==> src/bfu_pkg.sv <==
// ----------------------------------------------------------------------------
// bfu_pkg
// Shared types and constants of the bit-field unpacker.
// ----------------------------------------------------------------------------
`default_nettype none

package bfu_pkg;

	localparam int BYTE_W      = 8;
	localparam int ELEM_MIN    = 8;
	localparam int ELEM_MAX    = 25;
	localparam int PAD_MAX     = 4;
	localparam int HELD_W      = 6;
	localparam int EBITS_W     = 5;
	localparam int PAD_W       = 3;
	localparam int NBYTES_W    = 3;
	localparam int CFG_IDX_W   = 1;
	localparam int CFG_DATA_W  = 5;

	// register indexes of the configuration port
	localparam logic [CFG_IDX_W-1:0] REG_ELEMENT_BITS = 1'd0;
	localparam logic [CFG_IDX_W-1:0] REG_PAD_BYTES    = 1'd1;

	localparam logic [EBITS_W-1:0] ELEMENT_BITS_RST = 5'd20;
	localparam logic [PAD_W-1:0]   PAD_BYTES_RST    = 3'd0;

	// one finished element with its framing
	typedef struct packed {
		logic [ELEM_MAX-1:0] value;
		logic [PAD_W-1:0]    pad;
		logic [NBYTES_W-1:0] nbytes;
	} elem_t;

endpackage

`default_nettype wire

==> src/bfu_serializer.sv <==
// ----------------------------------------------------------------------------
// bfu_serializer
// Holds one finished element and plays elements out one byte per transaction.
// ----------------------------------------------------------------------------
`default_nettype none

module bfu_serializer (
	input  wire logic                      clk,
	input  wire logic                      arst_n,
	input  wire logic                      push,
	input  wire bfu_pkg::elem_t            elem,
	output logic                           hold_full,
	output logic                           m_axis_tvalid,
	input  wire logic                      m_axis_tready,
	output logic [bfu_pkg::BYTE_W-1:0]     m_axis_tdata,   // out_byte
	output logic                           m_axis_tlast    // element_done
);

	logic                            hold_valid_q;
	bfu_pkg::elem_t                  hold_q;
	logic                            active_q;
	logic [bfu_pkg::ELEM_MAX-1:0]    cur_q;
	logic [bfu_pkg::PAD_W-1:0]       pad_left_q;
	logic [bfu_pkg::NBYTES_W-1:0]    byte_left_q;
	logic                            fire;
	logic                            last_fire;
	logic                            load;
	logic [bfu_pkg::BYTE_W-1:0]      data_byte;

	// the slot can take a new element in the cycle its current one moves out
	assign hold_full     = hold_valid_q && !load;
	assign m_axis_tvalid = active_q;
	assign fire          = active_q && m_axis_tready;
	assign m_axis_tlast  = (pad_left_q == '0) && (byte_left_q == 3'd1);
	assign last_fire     = fire && m_axis_tlast;
	assign load          = hold_valid_q && (!active_q || last_fire);

	// big-endian byte pick, byte_left counts down to the least significant byte
	always_comb begin
		case (byte_left_q)
			3'd1:    data_byte = cur_q[7:0];
			3'd2:    data_byte = cur_q[15:8];
			3'd3:    data_byte = cur_q[23:16];
			3'd4:    data_byte = {7'd0, cur_q[24]};
			default: data_byte = '0;
		endcase
	end

	assign m_axis_tdata = (pad_left_q != '0) ? '0 : data_byte;

	always_ff @(posedge clk or negedge arst_n) begin
		if (!arst_n) begin
			hold_valid_q <= 1'b0;
			active_q     <= 1'b0;
			pad_left_q   <= '0;
			byte_left_q  <= '0;
		end else begin
			if (push) begin
				hold_valid_q <= 1'b1;
			end else if (load) begin
				hold_valid_q <= 1'b0;
			end
			if (load) begin
				active_q    <= 1'b1;
				pad_left_q  <= hold_q.pad;
				byte_left_q <= hold_q.nbytes;
			end else if (last_fire) begin
				active_q <= 1'b0;
			end else if (fire) begin
				if (pad_left_q != '0) begin
					pad_left_q <= pad_left_q - 3'd1;
				end else begin
					byte_left_q <= byte_left_q - 3'd1;
				end
			end
		end
	end

	always_ff @(posedge clk) begin
		if (push) begin
			hold_q <= elem;
		end
		if (load) begin
			cur_q <= hold_q.value;
		end
	end

endmodule

`default_nettype wire

==> src/bit_field_unpacker_core.sv <==
// ----------------------------------------------------------------------------
// bit_field_unpacker_core
// Unpacks an MSB-first byte stream into fixed-width elements, each sent out
// as padding zero bytes followed by its big-endian data bytes.
// ----------------------------------------------------------------------------
// output path: the element completed by an input byte is registered in the hold
//   slot, then loaded into the serializer when it is free, which presents its first byte
// throughput: one input byte per cycle; each element then occupies the output
//   for its clamped pad_bytes plus ceil(element_bits/8) byte transactions;
//   input stalls only while an element waits behind a busy serializer
// reset: accumulator and held-bit count clear, element_bits = 20, pad_bytes = 0
`default_nettype none

module bit_field_unpacker_core #(
	parameter int ACC_WIDTH = 32    // accumulator width, 16..64
) (
	input  wire logic                          clk,
	input  wire logic                          arst_n,
	// configuration write channel
	input  wire logic                          cfg_valid,
	output logic                               cfg_ready,
	input  wire logic [bfu_pkg::CFG_IDX_W-1:0] cfg_index,
	input  wire logic [bfu_pkg::CFG_DATA_W-1:0] cfg_data,
	// input byte stream
	input  wire logic                          s_axis_tvalid,
	output logic                               s_axis_tready,
	input  wire logic [bfu_pkg::BYTE_W-1:0]    s_axis_tdata,   // data_byte
	input  wire logic                          s_axis_tuser,   // start_of_array
	// output byte stream
	output logic                               m_axis_tvalid,
	input  wire logic                          m_axis_tready,
	output logic [bfu_pkg::BYTE_W-1:0]         m_axis_tdata,   // out_byte
	output logic                               m_axis_tlast    // element_done
);

	// widest element the accumulator can hold next to a fresh byte
	localparam int ELEM_HI = (ACC_WIDTH - 7 < bfu_pkg::ELEM_MAX) ?
		(ACC_WIDTH - 7) : bfu_pkg::ELEM_MAX;
	// shifter width, at least as wide as an element
	localparam int SH_W = (ACC_WIDTH > bfu_pkg::ELEM_MAX) ? ACC_WIDTH : bfu_pkg::ELEM_MAX;

	// configuration registers
	logic [bfu_pkg::EBITS_W-1:0]  element_bits_q;
	logic [bfu_pkg::PAD_W-1:0]    pad_bytes_q;

	// stream state
	logic [ACC_WIDTH-1:0]         acc_q;
	logic [bfu_pkg::HELD_W-1:0]   held_q;

	logic                         in_fire;
	logic                         hold_full;
	logic [bfu_pkg::EBITS_W-1:0]  bits_eff;
	logic [bfu_pkg::PAD_W-1:0]    pad_eff;
	logic [ACC_WIDTH-1:0]         acc_base;
	logic [ACC_WIDTH-1:0]         acc_next;
	logic [bfu_pkg::HELD_W-1:0]   held_sum;
	logic [bfu_pkg::HELD_W-1:0]   held_after;
	logic                         emit;
	logic [SH_W-1:0]              shifted;
	logic [bfu_pkg::ELEM_MAX-1:0] emask;
	logic [bfu_pkg::HELD_W-1:0]   bits_round;
	bfu_pkg::elem_t               elem;

	// config writes are always taken
	assign cfg_ready = 1'b1;

	always_ff @(posedge clk or negedge arst_n) begin
		if (!arst_n) begin
			element_bits_q <= bfu_pkg::ELEMENT_BITS_RST;
			pad_bytes_q    <= bfu_pkg::PAD_BYTES_RST;
		end else if (cfg_valid) begin
			case (cfg_index)
				bfu_pkg::REG_ELEMENT_BITS: element_bits_q <= cfg_data;
				bfu_pkg::REG_PAD_BYTES:    pad_bytes_q    <= cfg_data[bfu_pkg::PAD_W-1:0];
				default: ;
			endcase
		end
	end

	// clamp the registers to the usable ranges
	always_comb begin
		bits_eff = element_bits_q;
		if (bits_eff < bfu_pkg::EBITS_W'(bfu_pkg::ELEM_MIN)) begin
			bits_eff = bfu_pkg::EBITS_W'(bfu_pkg::ELEM_MIN);
		end
		if (bits_eff > bfu_pkg::EBITS_W'(ELEM_HI)) begin
			bits_eff = bfu_pkg::EBITS_W'(ELEM_HI);
		end
		pad_eff = (pad_bytes_q > bfu_pkg::PAD_W'(bfu_pkg::PAD_MAX)) ?
			bfu_pkg::PAD_W'(bfu_pkg::PAD_MAX) : pad_bytes_q;
	end

	// the result slot must be free, since any byte may complete an element
	assign s_axis_tready = !hold_full;
	assign in_fire       = s_axis_tvalid && s_axis_tready;

	// shift the new byte into the low end; start of array drops old bits first
	assign acc_base = s_axis_tuser ? '0 : acc_q;
	assign acc_next = {acc_base[ACC_WIDTH-bfu_pkg::BYTE_W-1:0], s_axis_tdata};
	assign held_sum = (s_axis_tuser ? '0 : held_q) + bfu_pkg::HELD_W'(bfu_pkg::BYTE_W);
	assign emit     = held_sum >= bfu_pkg::HELD_W'(bits_eff);
	assign held_after = held_sum - bfu_pkg::HELD_W'(bits_eff);

	// oldest element_bits held bits sit just above the bits still held
	assign shifted = SH_W'(acc_next) >> held_after;
	// a full 25-bit width wraps the shift to zero, giving all ones
	assign emask   = (bfu_pkg::ELEM_MAX'(1) << bits_eff) - bfu_pkg::ELEM_MAX'(1);
	assign bits_round = bfu_pkg::HELD_W'(bits_eff) + 6'd7;

	always_comb begin
		elem.value  = shifted[bfu_pkg::ELEM_MAX-1:0] & emask;
		elem.pad    = pad_eff;
		elem.nbytes = bits_round[bfu_pkg::HELD_W-1:3];
	end

	always_ff @(posedge clk or negedge arst_n) begin
		if (!arst_n) begin
			acc_q  <= '0;
			held_q <= '0;
		end else if (in_fire) begin
			acc_q  <= acc_next;
			held_q <= emit ? held_after : held_sum;
		end
	end

	// element slot and byte-wide output
	bfu_serializer u_ser (
		.clk           (clk),
		.arst_n        (arst_n),
		.push          (in_fire && emit),
		.elem          (elem),
		.hold_full     (hold_full),
		.m_axis_tvalid (m_axis_tvalid),
		.m_axis_tready (m_axis_tready),
		.m_axis_tdata  (m_axis_tdata),
		.m_axis_tlast  (m_axis_tlast)
	);

endmodule

`default_nettype wire

==> config.mk <==
export PLATFORM = sky130hd
export DESIGN_NAME = bit_field_unpacker_core
export DESIGN_NICKNAME = d
export VERILOG_FILES = /design/src/bfu_pkg.sv /design/src/bfu_serializer.sv /design/src/bit_field_unpacker_core.sv
export SDC_FILE = /design/constraint.sdc
export NUM_CORES = 1
export LEC_CHECK = 0
export ABC_CLOCK_PERIOD_IN_PS = 4800
export BUFFER_PORTS_ARGS = -buffer_cell sky130_fd_sc_hd__buf_2
export CORE_MARGIN = 2
export CORE_UTILIZATION = 25
export DETAILED_ROUTE_END_ITERATION = 16
export PLACE_DENSITY = 0.35
export RECOVER_POWER = 50
export SLEW_MARGIN = 10
export SYNTH_ARGS = -nofsm -noshare
export SYNTH_HDL_FRONTEND = slang
export SYNTH_SLANG_ARGS = --single-unit
==> constraint.sdc <==
create_clock -name clk -period 4.8 [get_ports clk]
set_clock_uncertainty 0.15 [all_clocks]
set_input_delay 0.48 -clock clk [delete_from_list [all_inputs] [get_ports clk]]
set_output_delay 0.48 -clock clk [all_outputs]
set_load 0.005 [all_outputs]
==> results of run 1 <==
## registers in the layout, summed over array words and instances (netlist names)
| name | flops |
|---|---|
| u_ser.hold_q | 31 |
| u_ser.hold_valid_q | 1 |
| u_ser.pad_left_q | 3 |
| u_ser.byte_left_q | 3 |
| element_bits_q | 5 |
| pad_bytes_q | 3 |
| u_ser.m_axis_tvalid | 1 |
| u_ser.cur_q | 25 |
| held_q | 6 |
| acc_q | 24 |
## cell usage in the layout, fill, tap and decap left out, drive strengths merged, types with 4 or more instances in the layout
master   count
ha          13
clkbuf      14
nand2       75
a221oi       6
dfrtp       44
nor3        19
o211ai       5
mux2i       51
mux2        18
o31a         4
xnor2        4
a21o         4
a222oi       8
a21oi       20
mux4        17
nor2b       15
nand3       10
a2111oi     10
edfxtp      56
nor4         5
a22o         4
o21ai       34
a211oi       6
nand2b      22
inv         20
buf         39
nor2        26
## routing by layer
layer  track usage (%)  part of all wire, %  routed length (um)  vias up
met5                 0                    0                   0        -
li1                  -                    -                   -     2246
met1             19.29                   50                8828     2267
met2             22.55                   47                8394       61
met4             3.469                 0.95                 170        0
met3             2.590                  2.4                 420       15
## cell usage after synthesis, types with 17 or more instances
cell      count
mux4_2       17
nor3_1       19
o21ai_0      32
mux2i_1      51
edfxtp_1     56
nand2b_1     22
nor2_1       26
dfrtp_1      44
clkbuf_1     27
a21oi_1      19
mux2_2       18
nand2_1      74
## where the power goes
part	internal, uW	switching, uW
Sequential	1170	235
Combinational	1070	1510
Clock	362	370
Total	2600	2120
## worst reg2reg max path: stages, from the launching register on
cell	delay [ns]
dfrtp_1	0.79
o21a_1	0.21
o21ai_0	0.07
nand2_1	0.17
ha_2	0.20
inv_1	0.05
fa_1	0.52
a2111o_1	0.46
nand3_1	0.19
and2_1	0.55
a221oi_1	0.16
a2111oi_1	0.57
## area by class of cell
| cell class | count | share of cell area (%) |
|---|---|---|
| Sequential cell | 102 | 39.87 |
| Clock buffer | 10 | 3.220 |
| Tap cell | 330 | 5.806 |
| Clock inverter | 6 | 0.7213 |
| Timing Repair Buffer | 43 | 3.571 |
| Multi-Input combinational cell | 428 | 45.97 |
| Inverter | 16 | 0.8445 |
## per-stage QoR
step	power, uW	hold slack [ns]	std cells
after floorplan	3312	0.03441	591
after global placement	4028	0.2561	919
after detailed placement	4012	0.2545	919
after CTS	4770	0.1824	935
after global routing	5076	0.1976	935
final	4718	0.1854	935
## how the worst min path moves through the flow
| stage | from | to | slack (ns) | cells after the start |
|---|---|---|---|---|
| 2_1_floorplan | arst_n | acc_q[0] | 0.03 | 0 |
| 3_3_place_gp | u_ser.hold_q[10] | u_ser.cur_q[4] | 0.26 | 0 |
| 3_5_place_dp | u_ser.hold_q[22] | u_ser.cur_q[16] | 0.25 | 0 |
| 4_1_cts | cfg_data[4] | element_bits_q[4] | 0.18 | 3 |
| 5_1_grt | cfg_data[4] | element_bits_q[4] | 0.20 | 3 |
| 6_report | cfg_data[4] | element_bits_q[4] | 0.19 | 3 |
## cell families after synthesis
group,Yosys count,synth area share (%)
and+or+nand+nor,184,13.78
AOI/OAI and AO/OA,134,16.09
DFF,102,44.53
muxes,86,17.21
buffers and inverters,61,4.284
adders and majority gates,14,2.869
xor gates and xnor gates,7,1.179
other,1,0.05889
==> out/metrics.cfg, run 1 <==
[status]
outcome=finished with violations
violations=max-capacitance violations, max-slew violations

[grt]
grt.overflow.total=0
grt_start_max_net_pins=47
grt_pass1_vias=4744
grt_first_pass_wirelength_um=28470
grt_usage_pct=13.96
antenna_found_initial=0

[place]
port_buffers=30
dpl_cell_area_um2=6838
post-place-ws_ns=0.5525
gp_congestion=0.8168
dp_hpwl_um=13230

[min_path]
hp-class=in2reg

[setup_path]
cp_max_fo=21
crit_arrival_ns=4.28
crit_path_top_delay_cell=dfrtp_1
crit_chain=o21a_1 -> o21ai_0 -> nand2_1 -> ha_2 -> inv_1 -> fa_1 -> a2111o_1 -> nand3_1 -> and2_1 -> a221oi_1 -> a2111oi_1
path_delay_family=compound AO/OA/AOI/OAI gates
worst-path-stages=11
regToRegEndpoint=u_ser.hold_q[7]
crit_start=element_bits_q[3]
endpoint_kind=flip-flop
cp-endpoint=u_ser.hold_q[7]
reg2reg_slack_ns=0.47
path_buf_inv=1
r2r-start=element_bits_q[3]
cp_data_required_time_ns=4.75
critPathMaxStageDelay_ns=0.79
crit_path_start_kind=flip-flop
reg2reg_depth=11
critPathKind=reg2reg

[finish]
design_area_um2=7112
drive_above_1_share_pct=18.02
antennaDiodeCount=0
fin_nets=634
final_util_pct=28.32
area_delta_synth_final_pct=11.69
multi_input_area_um2=3269
seqCellArea_um2=2835
n_fill_cell=2683

[synthesis]
synth.avg_cell_area_um2=10.81
synth_area_leaders=edfxtp_1 26%, dfrtp_1 17%, mux2i_1 8.0%, mux4_2 6.0%, nand2_1 4.4%
synthFlopType=edfxtp_1
async_reset_ff_share_pct=45.10
ys_ff_latch=102
ys_seq_area_share_pct=44.53
syn_area_um2=6367
yosys_warnings=0
synth.distinct_cells=69
synth_top_area_share_pct=26.41
synth_top_cell_by_area=edfxtp_1
synth-edff-count=56
postSynthCellCount=589

[sta]
setup-tns-final_ns=0
finalHoldViolations=0
period_minus_slack_ns=4.334
max_freq_ghz=0.2308
worst_pin_slew_ns=2.654
period_share_pct=90.28
slew_headroom_pct=-76.90
rsz0062_at_grt=false
layout_setup_ws_ns=0.4664
finalSetupViolCount=0
report.final.slew_viol_count=94

[power]
irDropWorstVdd_mv=0.2714
power_leakage_uw=0.002689
cellPowerDensity_nw_per_um2=663.4

[floorplanning]
coreArea_um2=25110
dieArea_um2=26760
rows=58
start_util_pct=25.36
die_w_um=163.6
ios=32
die_height_um=163.6

[routing]
wl_um=17810
firstDrtPassIters=7
vias=4589
ant_nets=0
drc=0
dr.first_iter.drc_count=317
routedWlPerCell_um=19.05
viasPerCell=4.908

[clock_tree]
tritoncts=yes
clk_latency_ns=0.37
cts_buffer_depth=2
root_buffer=clkbuf_16
holdBufCountCts=0
ctsResizeCount=0
ctsHtreeMaxLevel=3
post_cts_buffers=0
cts_sinks=102
clk_pin_slew_worst_paths_ns=0.08
numCtsBuffers=9

[run]
cap_violations=2

Note: power is estimated with default switching activity, not from simulation.
==> inputs of run 2 (changes only) <==
--- a/config.mk
+++ b/config.mk
@@ -15,4 +15,5 @@
 export SLEW_MARGIN = 10
 export SYNTH_ARGS = -nofsm -noshare
 export SYNTH_HDL_FRONTEND = slang
+export SYNTH_HIERARCHICAL = 1
 export SYNTH_SLANG_ARGS = --single-unit
==> run 2 against run 1 <==
The flow still finishes with violations (max-capacitance violations, max-slew violations). Die area up 0.27%. Non-clock buffer count up 7. Critical endpoint is now u_ser/hold_q[8]. Critical path depth up 2. First-iteration DRC count down 4.7%. Global-route usage up 0.84 points.
==> out/metrics.cfg, run 2 <==
[setup_path]
crit_path_start_kind=flip-flop
cp_max_fo=18
cp_data_required_time_ns=4.74
critPathKind=reg2reg
endpoint_kind=flip-flop
crit_arrival_ns=4.13

[synthesis]
syn_area_um2=6385
ys_ff_latch=102
synthFlopType=edfxtp_1
yosys_warnings=6
async_reset_ff_share_pct=45.10
synth_area_leaders=edfxtp_1 26%, dfrtp_1 17%, nand2_1 5.9%, mux2i_1 5.6%, mux2_2 4.6%
synth-edff-count=56
synthTopCellsByCount=101 x nand2_1, 56 x edfxtp_1, 46 x nor2_1
synth.distinct_cells=73
synth_top_cell_by_area=edfxtp_1
postSynthCellCount=665
synth_top_area_share_pct=26.34
ys_seq_area_share_pct=44.41
synth.most_common_cell=nand2_1
synth.avg_cell_area_um2=9.601

[floorplanning]
dieArea_um2=26830
die_w_um=163.8
ios=32
coreArea_um2=25110
rows=58
start_util_pct=25.43
die_height_um=163.8

[routing]
ant_nets=0
firstDrtPassIters=5
vias=5087
routedWlPerCell_um=18.75
viasPerCell=5.007
dr.first_iter.drc_count=302
wl_um=19050
drc=0

[clock_tree]
clk_pin_slew_worst_paths_ns=0.08
cts_buffer_depth=2
numCtsBuffers=9
ctsHtreeMaxLevel=3
root_buffer=clkbuf_16
clk_latency_ns=0.37
cts_sinks=102
ctsResizeCount=0
holdBufCountCts=0
tritoncts=yes
post_cts_buffers=0

[sta]
period_share_pct=87.27
slew_headroom_pct=-82.87
setup-tns-final_ns=0
finalHoldViolations=0
max_freq_ghz=0.2387
rsz0062_at_grt=false
worst_pin_slew_ns=2.743
period_minus_slack_ns=4.189
report.final.slew_viol_count=94
finalSetupViolCount=0

[place]
gp_congestion=0.8661
dp_hpwl_um=14210
port_buffers=30

[finish]
antennaDiodeCount=0
regMostFlops=u_ser/hold_q
fin_nets=715
reg_top3=u_ser/hold_q: 31 flops, u_ser/cur_q: 25 flops, acc_q: 24 flops
area_delta_synth_final_pct=12.35
final_cell_mix=101 x nand2_1, 56 x edfxtp_1, 46 x nor2_1, 44 x dfrtp_1, 40 x o21ai_0
largest_reg_flops=31
final_util_pct=28.57
drive_above_1_share_pct=15.60
layout_commonest_cell=nand2_1

[run]
cap_violations=2

[power]
cellPowerDensity_nw_per_um2=681.7
irDropWorstVdd_mv=0.2721
power_leakage_uw=0.002761

[grt]
grt_start_max_net_pins=47
grt_pass1_vias=5074
grt.overflow.total=0
grt_usage_pct=14.80
grt_first_pass_wirelength_um=30490
antenna_found_initial=0

[min_path]
hp-class=in2reg

[status]
violations=max-capacitance violations, max-slew violations
outcome=finished with violations

run 2: cell types whose count changed after synthesis, moves of 6 or more:
cell,previous run,this run
nand2_1,74,101
nor2_1,26,46
nand2b_1,22,6
mux2i_1,51,36
mux4_2,17,2
nand3_1,10,23
mux2_2,18,26
o21ai_0,32,40
a2111oi_2,7,0
inv_1,15,22
o22ai_1,3,10
and3_1,1,7
o32ai_1,1,7
run 2: cell type report:
type                            count  area (um^2)
Fill cell                        2681        17940
Multi-Input combinational cell    494         3249
Sequential cell                   102         2835
Tap cell                          330        412.9
Timing Repair Buffer               50        291.5
Clock buffer                        9        225.2
Inverter                           24        90.09
Clock inverter                      7        68.82
run 2: report_power, final:
part	leakage (uW)	switching [uW]	internal [uW]
Sequential	0.00109	177	1190
Clock	0.000137	381	365
Combinational	0.00153	1770	1010
run 2: kinds of logic after synthesis:
logic type / after synthesis / share of synthesized area [%]
and+or+nand+nor: 245 / 17.83
AOI/OAI and AO/OA: 154 / 17.25
DFF: 102 / 44.41
buffers and inverters: 71 / 4.585
muxes: 64 / 10.93
adders and majority gates: 15 / 3.037
xor gates and xnor gates: 13 / 1.901
other: 1 / 0.05873
run 2: worst max-delay path, stage by stage, from the launching register on:
cell	delay, ns
dfstp_2	0.73
or2_2	0.21
a21oi_1	0.07
nor2_1	0.13
ha_1	0.18
inv_1	0.05
fa_1	0.47
xnor2_1	0.21
nand3_1	0.22
nand2_2	0.41
mux2i_1	0.36
o32ai_1	0.15
a311oi_1	0.43
o32ai_1	0.14
run 2: final timing paths:
check,from,to,slack (ns),depth (start not counted)
min in group asynchronous,arst_n,pad_bytes_q[2],0.94,2
max in group asynchronous,arst_n,acc_q[14],2.02,2
hold / removal,cfg_data[4],element_bits_q[4],0.18,3
setup reg to reg,element_bits_q[2],u_ser/hold_q[8],0.61,13
setup / recovery,element_bits_q[2],u_ser/hold_q[8],0.61,13
hold reg to reg,u_ser/hold_q[24],u_ser/cur_q[18],0.27,0
run 2: per-stage QoR:
stage,worst slack [ns],instance area [um^2],instances,hold slack [ns],power (uW)
3_3_place_gp,0.6758,6903,1000,0.2549,4167
6_report,0.6112,7173,1016,0.1817,4890
4_1_cts,0.6462,7197,1016,0.1001,4920
5_1_grt,0.2865,7173,1016,0.1901,5275
3_5_place_dp,0.6749,6903,1000,0.2545,4153
2_1_floorplan,0.4462,6392,667,0.03441,3307
run 2: layer usage:
| metal | GRT usage [%] | vias up | wire length, um |
|---|---|---|---|
| met5 | 0 | - | 0 |
| met4 | 6.459 | 0 | 582 |
| met3 | 2.096 | 34 | 676 |
| met2 | 22.92 | 115 | 8654 |
| met1 | 20.58 | 2452 | 9140 |
| li1 | - | 2486 | - |
